### src/design/abpsf_pkg.sv
// ----------------------------------------------------------------------------
// Annex B parameter-set filter package
// Shared types and constants for the front parser, the job queue and the
// result sequencer.
// ----------------------------------------------------------------------------
package abpsf_pkg;

  localparam int QueueDepthDefault = 4;

  localparam logic [1:0] PH_SEEK   = 2'd0;
  localparam logic [1:0] PH_HEADER = 2'd1;
  localparam logic [1:0] PH_BODY   = 2'd2;

  localparam logic       CODEC_H264 = 1'b0;
  localparam logic       CODEC_H265 = 1'b1;

  localparam logic [5:0] H264_SPS = 6'd7;
  localparam logic [5:0] H264_PPS = 6'd8;
  localparam logic [5:0] H265_VPS = 6'd32;
  localparam logic [5:0] H265_SPS = 6'd33;
  localparam logic [5:0] H265_PPS = 6'd34;

  // One input byte's worth of results: zeros, then 01, then the byte,
  // then the frame-end marker, each part optional.
  typedef struct packed {
    logic [2:0] zeros;
    logic       first;
    logic       one;
    logic       has_byte;
    logic [7:0] data;
    logic [5:0] nal_type;
    logic       marker;
    logic       end_on_byte;
  } job_t;

  localparam int JobWidth = $bits(job_t);

  typedef struct packed {
    logic       frame_end;
    logic       nal_first;
    logic [5:0] nal_type;
    logic       byte_valid;
  } out_user_t;

endpackage

### src/design/abpsf_front.sv
// ----------------------------------------------------------------------------
// Annex B front parser
// Tracks start codes and NAL headers one byte per cycle while in_fire is high, and
// turns each byte that causes results into a job that describes the results it causes.
// ----------------------------------------------------------------------------
module abpsf_front (
  input  logic               clk,
  input  logic               rst,
  input  logic               cfg_we,
  input  logic               cfg_data,
  input  logic               in_fire,
  input  logic [7:0]         data_byte,
  input  logic               frame_last,
  output logic               job_push,
  output abpsf_pkg::job_t    job
);
  import abpsf_pkg::*;

  logic       codec_select;
  logic [1:0] zero_run, zero_run_next;
  logic [1:0] phase, phase_next;
  logic       code_is_long, code_is_long_next;
  logic       keep, keep_next;
  logic [5:0] cur_type, cur_type_next;

  logic [5:0] hdr_type;
  logic       hdr_keep;
  logic       body;

  always_comb begin
    if (codec_select == CODEC_H265) begin
      hdr_type = data_byte[6:1];
      hdr_keep = (hdr_type == H265_VPS) || (hdr_type == H265_SPS) ||
                 (hdr_type == H265_PPS);
    end else begin
      hdr_type = {1'b0, data_byte[4:0]};
      hdr_keep = (hdr_type == H264_SPS) || (hdr_type == H264_PPS);
    end
  end

  assign body = (phase == PH_BODY);

  always_comb begin
    zero_run_next     = zero_run;
    phase_next        = phase;
    code_is_long_next = code_is_long;
    keep_next         = keep;
    cur_type_next     = cur_type;
    job               = '0;
    job.data          = data_byte;
    job.nal_type      = cur_type;

    if (phase == PH_HEADER) begin
      cur_type_next     = hdr_type;
      keep_next         = hdr_keep;
      phase_next        = PH_BODY;
      zero_run_next     = 2'd0;
      code_is_long_next = 1'b0;
      job.nal_type      = hdr_type;
      if (hdr_keep) begin
        job.zeros    = code_is_long ? 3'd3 : 3'd2;
        job.first    = 1'b1;
        job.one      = 1'b1;
        job.has_byte = 1'b1;
      end
    end else if (data_byte == 8'd0) begin
      if (zero_run != 2'd3) begin
        zero_run_next = zero_run + 2'd1;
      end else if (body && keep) begin
        job.zeros = 3'd1;
      end
    end else if (data_byte == 8'd1 && zero_run[1]) begin
      code_is_long_next = (zero_run == 2'd3);
      zero_run_next     = 2'd0;
      phase_next        = PH_HEADER;
    end else begin
      if (body && keep) begin
        job.zeros    = {1'b0, zero_run};
        job.has_byte = 1'b1;
      end
      zero_run_next = 2'd0;
    end

    if (frame_last) begin
      // Held zeros belong to the current unit when the frame closes.
      if (phase_next == PH_BODY && keep_next) begin
        job.zeros = job.zeros + {1'b0, zero_run_next};
      end
      // A kept header after a long start code already fills all five slots.
      if (phase == PH_HEADER && hdr_keep && code_is_long) begin
        job.end_on_byte = 1'b1;
      end else begin
        job.marker = 1'b1;
      end
      zero_run_next     = 2'd0;
      phase_next        = PH_SEEK;
      code_is_long_next = 1'b0;
      keep_next         = 1'b0;
      cur_type_next     = 6'd0;
    end
  end

  assign job_push = in_fire && ((job.zeros != 3'd0) || job.one || job.has_byte ||
                                job.marker);

  always_ff @(posedge clk) begin
    if (rst) begin
      codec_select <= CODEC_H264;
      zero_run     <= 2'd0;
      phase        <= PH_SEEK;
      code_is_long <= 1'b0;
      keep         <= 1'b0;
      cur_type     <= 6'd0;
    end else begin
      if (cfg_we) begin
        codec_select <= cfg_data;
      end
      if (in_fire) begin
        zero_run     <= zero_run_next;
        phase        <= phase_next;
        code_is_long <= code_is_long_next;
        keep         <= keep_next;
        cur_type     <= cur_type_next;
      end
    end
  end

endmodule

### src/design/abpsf_queue.sv
// ----------------------------------------------------------------------------
// Job queue
// Small FIFO of jobs between the front parser and the result sequencer.
// ----------------------------------------------------------------------------
module abpsf_queue #(
  parameter int Depth = abpsf_pkg::QueueDepthDefault
) (
  input  logic               clk,
  input  logic               rst,
  input  logic               push,
  input  abpsf_pkg::job_t    push_job,
  input  logic               pop,
  output abpsf_pkg::job_t    head_job,
  output logic               not_empty,
  output logic               full
);
  import abpsf_pkg::*;

  localparam int PtrW = (Depth > 1) ? $clog2(Depth) : 1;
  localparam int CntW = $clog2(Depth + 1);
  localparam logic [PtrW-1:0] LastPtr = PtrW'(Depth - 1);

  job_t            store [Depth];
  logic [PtrW-1:0] wr_ptr;
  logic [PtrW-1:0] rd_ptr;
  logic [CntW-1:0] count;

  assign not_empty = (count != '0);
  assign full      = (count == CntW'(Depth));
  assign head_job  = store[rd_ptr];

  always_ff @(posedge clk) begin
    if (push) begin
      store[wr_ptr] <= push_job;
    end
  end

  always_ff @(posedge clk) begin
    if (rst) begin
      wr_ptr <= '0;
      rd_ptr <= '0;
      count  <= '0;
    end else begin
      if (push) begin
        wr_ptr <= (wr_ptr == LastPtr) ? '0 : wr_ptr + 1'b1;
      end
      if (pop) begin
        rd_ptr <= (rd_ptr == LastPtr) ? '0 : rd_ptr + 1'b1;
      end
      if (push && !pop) begin
        count <= count + 1'b1;
      end else if (pop && !push) begin
        count <= count - 1'b1;
      end
    end
  end

endmodule

### src/design/abpsf_back.sv
// ----------------------------------------------------------------------------
// Result sequencer
// Holds one job and steps out its results, one per output transaction.
// ----------------------------------------------------------------------------
module abpsf_back (
  input  logic               clk,
  input  logic               rst,
  input  abpsf_pkg::job_t    head_job,
  input  logic               head_valid,
  output logic               pop,
  output logic               m_valid,
  input  logic               m_ready,
  output logic [7:0]         m_data,
  output abpsf_pkg::out_user_t m_user,
  output logic               m_last
);
  import abpsf_pkg::*;

  logic       busy;
  job_t       cur;
  logic [2:0] remaining;
  logic       fire;
  logic       done;

  assign remaining = cur.zeros + {2'b00, cur.one} + {2'b00, cur.has_byte} +
                     {2'b00, cur.marker};
  assign m_valid = busy;
  assign m_last  = (remaining == 3'd1);
  assign fire    = busy && m_ready;
  assign done    = fire && m_last;
  assign pop     = head_valid && (!busy || done);

  always_comb begin
    m_data = 8'd0;
    m_user = '0;
    if (cur.zeros != 3'd0) begin
      m_user.byte_valid = 1'b1;
      m_user.nal_type   = cur.nal_type;
      m_user.nal_first  = cur.first;
    end else if (cur.one) begin
      m_data            = 8'd1;
      m_user.byte_valid = 1'b1;
      m_user.nal_type   = cur.nal_type;
    end else if (cur.has_byte) begin
      m_data            = cur.data;
      m_user.byte_valid = 1'b1;
      m_user.nal_type   = cur.nal_type;
      m_user.frame_end  = cur.end_on_byte;
    end else begin
      m_user.frame_end  = 1'b1;
    end
  end

  always_ff @(posedge clk) begin
    if (rst) begin
      busy <= 1'b0;
    end else if (pop) begin
      busy <= 1'b1;
    end else if (done) begin
      busy <= 1'b0;
    end
  end

  always_ff @(posedge clk) begin
    if (pop) begin
      cur <= head_job;
    end else if (fire) begin
      if (cur.zeros != 3'd0) begin
        cur.zeros <= cur.zeros - 3'd1;
        cur.first <= 1'b0;
      end else if (cur.one) begin
        cur.one <= 1'b0;
      end else if (cur.has_byte) begin
        cur.has_byte <= 1'b0;
      end else begin
        cur.marker <= 1'b0;
      end
    end
  end

endmodule

### src/design/annexb_parameter_set_filter.sv
// A byte's results pass through the job queue and then the sequencer's job register
// before the first of them is driven on the output.
// Throughput: one input byte per cycle while the output keeps up; the output stage
// sends one result per cycle while m_tready is high, so a byte causing several results
// holds it for each of them. The job queue absorbs bursts of up to QUEUE_DEPTH bytes.
// Reset (rst, synchronous): parser state cleared, queue emptied, codec set to H.264.
// ----------------------------------------------------------------------------
// Annex B parameter-set filter
// Forwards the bytes of H.264/H.265 parameter-set NAL units from an Annex B
// byte stream, start code included, and marks each frame end.
// ----------------------------------------------------------------------------
module annexb_parameter_set_filter #(
  parameter int QUEUE_DEPTH = abpsf_pkg::QueueDepthDefault
) (
  input  logic       clk,
  input  logic       rst,
  input  logic       cfg_we,
  input  logic       cfg_data,       // codec_select
  input  logic       s_tvalid,
  output logic       s_tready,
  input  logic [7:0] s_tdata,        // data_byte
  input  logic       s_tlast,        // frame_last
  output logic       m_tvalid,
  input  logic       m_tready,
  output logic [7:0] m_tdata,        // out_byte
  output logic [8:0] m_tuser,        // byte_valid, nal_type[5:0], nal_first, frame_end
  output logic       m_tlast         // run_last
);
  import abpsf_pkg::*;

  job_t      push_job;
  job_t      head_job;
  logic      push;
  logic      pop;
  logic      not_empty;
  logic      full;
  logic      in_fire;
  out_user_t user;

  assign s_tready = !full;
  assign in_fire  = s_tvalid && s_tready;
  assign m_tuser  = user;

  abpsf_front u_front (
    .clk        (clk),
    .rst        (rst),
    .cfg_we     (cfg_we),
    .cfg_data   (cfg_data),
    .in_fire    (in_fire),
    .data_byte  (s_tdata),
    .frame_last (s_tlast),
    .job_push   (push),
    .job        (push_job)
  );

  abpsf_queue #(
    .Depth (QUEUE_DEPTH)
  ) u_queue (
    .clk       (clk),
    .rst       (rst),
    .push      (push),
    .push_job  (push_job),
    .pop       (pop),
    .head_job  (head_job),
    .not_empty (not_empty),
    .full      (full)
  );

  abpsf_back u_back (
    .clk        (clk),
    .rst        (rst),
    .head_job   (head_job),
    .head_valid (not_empty),
    .pop        (pop),
    .m_valid    (m_tvalid),
    .m_ready    (m_tready),
    .m_data     (m_tdata),
    .m_user     (user),
    .m_last     (m_tlast)
  );

  // A frame-end flag always closes the run of results of its byte.
  assert property (@(posedge clk) disable iff (rst)
    m_tvalid && user.frame_end |-> m_tlast)
    else $error("frame end not on last result");

  // The marker result carries no byte and always ends the frame.
  assert property (@(posedge clk) disable iff (rst)
    m_tvalid && !user.byte_valid |-> user.frame_end && m_tdata == 8'd0)
    else $error("marker result malformed");

  // A unit always opens on a zero byte of a kept type.
  assert property (@(posedge clk) disable iff (rst)
    m_tvalid && user.nal_first |-> m_tdata == 8'd0 && user.byte_valid)
    else $error("first byte of unit is not a start-code zero");

  // A frame-last byte always leaves a job in the queue.
  assert property (@(posedge clk) disable iff (rst)
    in_fire && s_tlast |-> push)
    else $error("frame end lost");

endmodule
### config.mk
export PLATFORM = sky130hd
export DESIGN_NAME = annexb_parameter_set_filter
export DESIGN_NICKNAME = d
export VERILOG_FILES = /design/src/design/abpsf_pkg.sv /design/src/design/abpsf_front.sv /design/src/design/abpsf_queue.sv /design/src/design/abpsf_back.sv /design/src/design/annexb_parameter_set_filter.sv
export SDC_FILE = /design/constraint.sdc
export NUM_CORES = 1
export LEC_CHECK = 0
export ABC_AREA = 0
export BUFFER_PORTS_ARGS = -buffer_cell sky130_fd_sc_hd__buf_4
export CAP_MARGIN = 20
export CORE_UTILIZATION = 65
export CTS_BUF_LIST = sky130_fd_sc_hd__clkbuf_4 sky130_fd_sc_hd__clkbuf_8
export CTS_CLUSTER_SIZE = 20
export DETAILED_ROUTE_END_ITERATION = 10
export PLACE_DENSITY = 0.88
export SLEW_MARGIN = 20
export SYNTH_ARGS = -nofsm -noshare
export SYNTH_HDL_FRONTEND = slang
export SYNTH_SLANG_ARGS = --single-unit
### constraint.sdc
create_clock -name clk -period 11.4 [get_ports clk]
set_clock_uncertainty 0.05 [all_clocks]
set_input_delay 1.71 -clock clk [delete_from_list [all_inputs] [get_ports clk]]
set_output_delay 1.71 -clock clk [all_outputs]
set_load 0.01 [all_outputs]
==> flow_summary.yaml, run 1 <==
sta:
  setup_viol: 0
  relSlewSlack_pct: 29.4
  drv_slew: 0
  fin_setup_tns_ps: 0
  rsz0062_at_grt: "false"
  max_freq_ghz: 0.235
  hold_viol: 0
  tightest_slew_ps: 1060
  setup_slack_ps: 7140
  period_minus_slack_ps: 4260
  post-route-period-util_pct: 37.4
clock_tree:
  cts_root_buf: "clkbuf_8"
  cts_buffers: 17
  cts_hold_buf: 0
  clk_path_buf_depth: 2
  clk_pin_slew_ps: 70
  insertion_delay_ps: 430
  cts.sinks: 129
  tritoncts: "built"
  ctsResizeCount: 0
  postCtsSetupBuffers: 0
  cts.htree.levels: 4
floorplan:
  fp-row-count: 33
  fp.dieH_microns: 93.6
  die_x_microns: 93.6
  fp.dieArea_sq_um: 8760
  start_util_pct: 66.7
  ios: 35
  core_area_sq_um: 8180
synthesis:
  synth-seq-area-share_pct: 66.9
  yosysWarnings: 0
  synth_edf_count: 106
  synth.ff_latch_count: 129
  synth_top_family_by_area: "simple AND/OR/NAND/NOR gates"
  synthSimpleGateAreaFrac_pct: 9.96
  synthAdderAreaFrac_pct: 3.76
  syn-num-nets: 390
  synth_compound_area_share_pct: 6.20
  synth_top_flop_cell: "edfxtp_1"
  async_flop_share_pct: 0
  synthesis.instances: 361
  synth.area.mux_share_pct: 9.96
  synthDistinctLibCells: 50
  synth.avg_cell_area_sq_um: 15.1
  synth_area_sq_um: 5450
  synth_xor_area_share_pct: 0.803
global_routing:
  grt_usage_pct: 26.3
  grt_pass1_vias: 3093
  overflow: 0
  grt_pass1_wl_mm: 15.9
  grt_max_degree: 23
  antenna_found_initial: 0
final_layout:
  final_nets: 428
  diodes: 0
  mostFrequentLayoutCell: "edfxtp_1"
  layout_common_cells: "edfxtp_1 (106), buf_4 (35), nor2_1 (26)"
  design_area_sq_um: 6230
  n_fill_cell: 470
  drive_gt1_share_pct: 22.8
  syn2layout_area_growth_pct: 14.4
power_and_ir_drop:
  p_per_area_nw_per_um2: 228
  cellLeakagePower_uw: 0.00219
  ir_drop_uv: 115
place:
  dp_hpwl_mm: 6.58
  pre_cts_ws_ps: 7000
  port_buffers: 34
  gp_congestion: 0.917
  place_area_sq_um: 5770
routing:
  wl_per_cell_microns: 19.9
  dr_total_vias: 3199
  remaining_drc_errors: 0
  dr.pass1.iters: 4
  ant_nets: 0
  viasPerCell: 6.19
  first_iter_violations: 252
  wirelength_mm: 10.3
worst_setup_path:
  worstSetupPathType: "flip-flop to primary output"
  cp.required_ps: 9640
  rrSetupSlack_ps: 7280
  r2r_cells: 12
  worstReg2RegEnd: "u_queue.count[2]$_SDFFE_PP0P_"
  r2r-start: "u_back.cur[16]$_SDFFCE_PN0P_"
  cp_max_fo: 5
  cp-start-kind: "flip-flop"
  worstPathArrival_ps: 2500
  end_kind: "primary output"
hold_path:
  min_from: "u_queue.count[2]$_SDFFE_PP0P_"
  whs_path_depth: 2
  worst_hold_path_type: "flip-flop to flip-flop"
  min_to: "u_queue.count[2]$_SDFFE_PP0P_"
flow_run:
  maxCapViolCount: 0
run_status:
  outcome: "completed"
==> worst max-delay path, stage by stage, from the launching register on <==
cell      delay [ps]
edfxtp_1         450
fa_1             490
ha_1             230
fa_1             410
xnor2_1          210
and3_1           180
buf_4            110
==> cell families (layout without fill, tap and decap cells) <==
| logic type | after synthesis | count (layout) |
|---|---|---|
| AOI/OAI and AO/OA | 52 | 52 |
| xor gates and xnor gates | 5 | 5 |
| adders and majority gates | 14 | 14 |
| buffers and inverters | 32 | 83 |
| DFF | 129 | 129 |
| muxes | 28 | 28 |
| and+or+nand+nor | 101 | 101 |
==> metrics by stage <==
step                instances  utilization [%]  hold WS [ps]  total power [uW]
global placement          485             70.6           427               972
detailed placement        485             70.6           448               993
floorplan                 361                -           413               881
finish                    517             76.3           453              1420
CTS                       517             76.2           459              1430
global route              517             76.3           479              1490
==> synthesized netlist by cell type, drive strengths merged (4+ instances only) <==
library cell / number / area share (%)
dfxtp: 23 / 8.4
nor2b: 7 / 0.80
fa: 4 / 1.5
edfxtp: 106 / 58
mux4: 21 / 8.7
nor2: 26 / 1.8
nand2: 16 / 1.1
mux2i: 7 / 1.3
ha: 10 / 2.3
inv: 16 / 1.1
nor3: 4 / 0.37
buf: 8 / 0.80
and2: 19 / 2.2
nand2b: 4 / 0.46
a21oi: 15 / 1.4
o21ai: 14 / 1.3
a22oi: 6 / 0.83
clkbuf: 8 / 0.55
==> layer usage <==
layer  wire length, microns  GRT usage, %
met1                   4320          35.1
met2                   4990          40.1
met3                    724          7.89
met4                    233          12.2
met5                      0             0
==> power breakdown <==
group,internal [uW],switching (uW)
logic,156,181
clock network,269,174
registers,604,40.1
==> cell type report <==
cell class                 instances  area (sq um)  share of cell area [%]
clock buffer                      19           255                    4.09
clock inverter                    13           206                    3.31
inverter                          16          60.1                   0.963
multi-input combinational        200          1680                    26.9
sequential                       129          3640                    58.4
tap                              105           131                    2.11
timing repair buffer              35           263                    4.21
==> worst max-delay path by stage <==
stage | startpoint | to | slack, ps | depth (start not counted)
after floorplan | s_tdata[1] | u_queue.count[2]$_SDFFE_PP0P_ | 7340 | 10
after global placement | s_tdata[1] | u_queue.count[2]$_SDFFE_PP0P_ | 7080 | 11
after detailed placement | s_tdata[1] | u_queue.count[2]$_SDFFE_PP0P_ | 7000 | 11
after CTS | u_back.cur[16]$_SDFFCE_PN0P_ | m_tlast | 7090 | 6
after global routing | u_back.cur[16]$_SDFFCE_PN0P_ | m_tlast | 7000 | 6
final | u_back.cur[16]$_SDFFCE_PN0P_ | m_tlast | 7140 | 6
==> sequential cells by signal, summed over array words and instances, names as in the netlist, named ones only <==
signal / flops
u_queue.store: 84
u_back.cur: 22
u_front.cur_type: 6
u_queue.count: 3
u_front.phase: 2
u_front.zero_run: 2
u_queue.rd_ptr: 2
u_queue.wr_ptr: 2
u_back.m_valid: 1
u_front.code_is_long: 1
u_front.codec_select: 1
u_front.keep: 1
Power figures use the tool's default switching activity.
==> run 2: changes to the inputs <==
--- a/config.mk
+++ b/config.mk
@@ -8,11 +8,11 @@
 export ABC_AREA = 0
 export BUFFER_PORTS_ARGS = -buffer_cell sky130_fd_sc_hd__buf_4
 export CAP_MARGIN = 20
-export CORE_UTILIZATION = 65
+export CORE_UTILIZATION = 62
 export CTS_BUF_LIST = sky130_fd_sc_hd__clkbuf_4 sky130_fd_sc_hd__clkbuf_8
 export CTS_CLUSTER_SIZE = 20
 export DETAILED_ROUTE_END_ITERATION = 10
-export PLACE_DENSITY = 0.88
+export PLACE_DENSITY = 0.84
 export SLEW_MARGIN = 20
 export SYNTH_ARGS = -nofsm -noshare
 export SYNTH_HDL_FRONTEND = slang
==> constraint.sdc (replaced) <==
create_clock -name clk -period 4.3 [get_ports clk]
set_clock_uncertainty 0.05 [all_clocks]
set_input_delay 0.645 -clock clk [delete_from_list [all_inputs] [get_ports clk]]
set_output_delay 0.645 -clock clk [all_outputs]
set_load 0.01 [all_outputs]
==> run 2 against run 1 <==
Against the previous run:
- sequential share of layout area shrank 0.19 points
- sequential cell count is the same
- non-clock buffer count grew 6
- cell area grew 0.36%
- count of clock-buffer cells in the layout shrank 2
- hold slack lost 57 ps
- setup slack lost 6600 ps
- sequential power grew to 2.7 times the previous value
- via count grew 0.56%
- first-iteration DRC count shrank 1.2%
- total power grew to 2.6 times the previous value
- combinational power grew to 2.6 times the previous value
==> flow_summary.yaml, run 2 (synthesis gave the netlist of run 1 again) <==
run_status:
  outcome: "completed"
sta:
  relSlewSlack_pct: 30.5
  period_minus_slack_ps: 3760
  post-route-period-util_pct: 87.4
  rsz0062_at_grt: "false"
  tightest_slew_ps: 1040
  whs_ps: 396
  hold_viol: 0
  fin_setup_tns_ps: 0
  setup_slack_ps: 544
  setup_viol: 0
  max_freq_ghz: 0.266
  drv_slew: 0
floorplan:
  fp.dieH_microns: 95.8
  core_area_sq_um: 8380
  start_util_pct: 65.0
  fp.dieArea_sq_um: 9170
  ios: 35
  die_x_microns: 95.8
  fp-row-count: 33
global_routing:
  met2_usage_pct: 45.1
  antenna_found_initial: 0
  use_met3_pct: 5.21
  grt_pass1_wl_mm: 16.5
  overflow: 0
  grt_usage_pct: 26.5
  grt_pass1_vias: 3129
  top_usage_layer: "met2"
  grt_max_degree: 23
  use_met1_pct: 32.8
place:
  place_area_sq_um: 5820
  dp_hpwl_mm: 6.67
  gp_congestion: 0.903
  pre_cts_ws_ps: 654
  placed_cells: 491
  port_buffers: 34
worst_setup_path:
  cp.required_ps: 4610
  path_buf_inv: 1
  cpPeakStageDelay_ps: 500
  slowest_stage: "fa_1"
  worstPathArrival_ps: 4070
  critPathTopFamily: "adder cells"
  crit_chain: "fa_1, ha_1, fa_1, xnor2_1, a41oi_1, or2_1, ha_1, inv_1, fa_1, xor2_1, or3_1, a21oi_1"
  cp_max_fo: 5
  r2r_cells: 12
  worstReg2RegEnd: "u_queue.count[2]$_SDFFE_PP0P_"
  worstSetupPathType: "flip-flop to flip-flop"
  end_kind: "flip-flop"
  rrSetupSlack_ps: 540
  path_common_cell: "fa_1"
  r2r-start: "u_back.cur[16]$_SDFFCE_PN0P_"
  cp-start-kind: "flip-flop"
hold_path:
  min_from: "s_tdata[7]"
  worst_hold_path_type: "input port to flip-flop"
  whs_path_depth: 1
  min_to: "u_queue.store[1][15]$_DFFE_PP_"
power_and_ir_drop:
  ir_drop_uv: 255
  cellLeakagePower_uw: 0.00220
  p_per_area_nw_per_um2: 598
routing:
  dr_total_vias: 3217
  wl_per_cell_microns: 20.6
  wirelength_mm: 10.8
  ant_nets: 0
  first_iter_violations: 249
  remaining_drc_errors: 0
  dr.pass1.iters: 4
  viasPerCell: 6.15
clock_tree:
  clk_pin_slew_ps: 80
  cts_root_buf: "clkbuf_8"
  postCtsSetupBuffers: 0
  cts_hold_buf: 0
  cts.sinks: 129
  insertion_delay_ps: 430
  cts_buffers: 17
  cts.htree.levels: 4
  clk_path_buf_depth: 2
  ctsResizeCount: 0
  tritoncts: "built"
final_layout:
  top_register: "u_queue.store"
  reg_top3: "u_queue.store (84), u_back.cur (22), u_front.cur_type (6)"
  mostFrequentLayoutCell: "edfxtp_1"
  n_fill_cell: 509
  drive_gt1_share_pct: 23.9
  largest_reg_flops: 84
  final_nets: 434
  diodes: 0
  fin_cells: 523
  design_area_sq_um: 6260
  layout_common_cells: "edfxtp_1 (106), buf_4 (41), nor2_1 (26)"
  syn2layout_area_growth_pct: 14.8
flow_run:
  maxCapViolCount: 0
run 2: cell count changes in the layout (fill, tap and decap cells not counted), moves of 2 or more:
cell and change:
buf_4 +6, and2_2 -2, and2_1 +2, inv_6 +2
run 2: stage by stage:
| stage | total power [uW] | util [%] |
|---|---|---|
| 6_report | 3740 | 74.7 |
| 5_1_grt | 3940 | 74.7 |
| 4_1_cts | 3780 | 74.6 |
| 3_5_place_dp | 2650 | 69.4 |
| 3_3_place_gp | 2590 | 69.4 |
| 2_1_floorplan | 2340 | - |
run 2: layer usage:
metal	vias to the layer above	wire [microns]
met4	0	299
met2	150	5530
li1	1463	-
met5	-	0
met1	1578	4240
met3	26	693
run 2: final cells by class:
type	instances	area, sq um	area share (%)
flip-flops and latches	129	3640	58.2
multi-input cells	200	1670	26.7
repair buffers	41	308	4.92
clock buffers	17	234	3.74
clock inverters	15	206	3.30
well taps	105	131	2.10
inverters	16	60.1	0.960
run 2: how the worst max path moves through the flow:
| stage | from | endpoint | cells after the start |
|---|---|---|---|
| after floorplan | u_back.cur[16]$_SDFFCE_PN0P_ | u_queue.count[2]$_SDFFE_PP0P_ | 14 |
| after global placement | u_back.cur[16]$_SDFFCE_PN0P_ | u_queue.count[2]$_SDFFE_PP0P_ | 12 |
| after detailed placement | u_back.cur[16]$_SDFFCE_PN0P_ | u_queue.count[2]$_SDFFE_PP0P_ | 12 |
| after CTS | u_back.cur[16]$_SDFFCE_PN0P_ | u_queue.count[2]$_SDFFE_PP0P_ | 12 |
| after global routing | u_back.cur[16]$_SDFFCE_PN0P_ | u_queue.count[2]$_SDFFE_PP0P_ | 12 |
| final | u_back.cur[16]$_SDFFCE_PN0P_ | u_queue.count[2]$_SDFFE_PP0P_ | 12 |
run 2: power breakdown:
group / switching, uW / internal [uW] / leakage (uW)
clock network: 478 / 639 / 0.000217
registers: 136 / 1600 / 0.00117
logic: 462 / 426 / 0.000817
run 2: worst reg2reg max path: stages, from the launching register on:
cell and delay [ps]:
edfxtp_1 480, fa_1 500, ha_1 230, fa_1 410, xnor2_1 150, a41oi_1 300, or2_1 190, ha_1 200
inv_1 80, fa_1 450, xor2_1 170, or3_1 320, a21oi_1 160
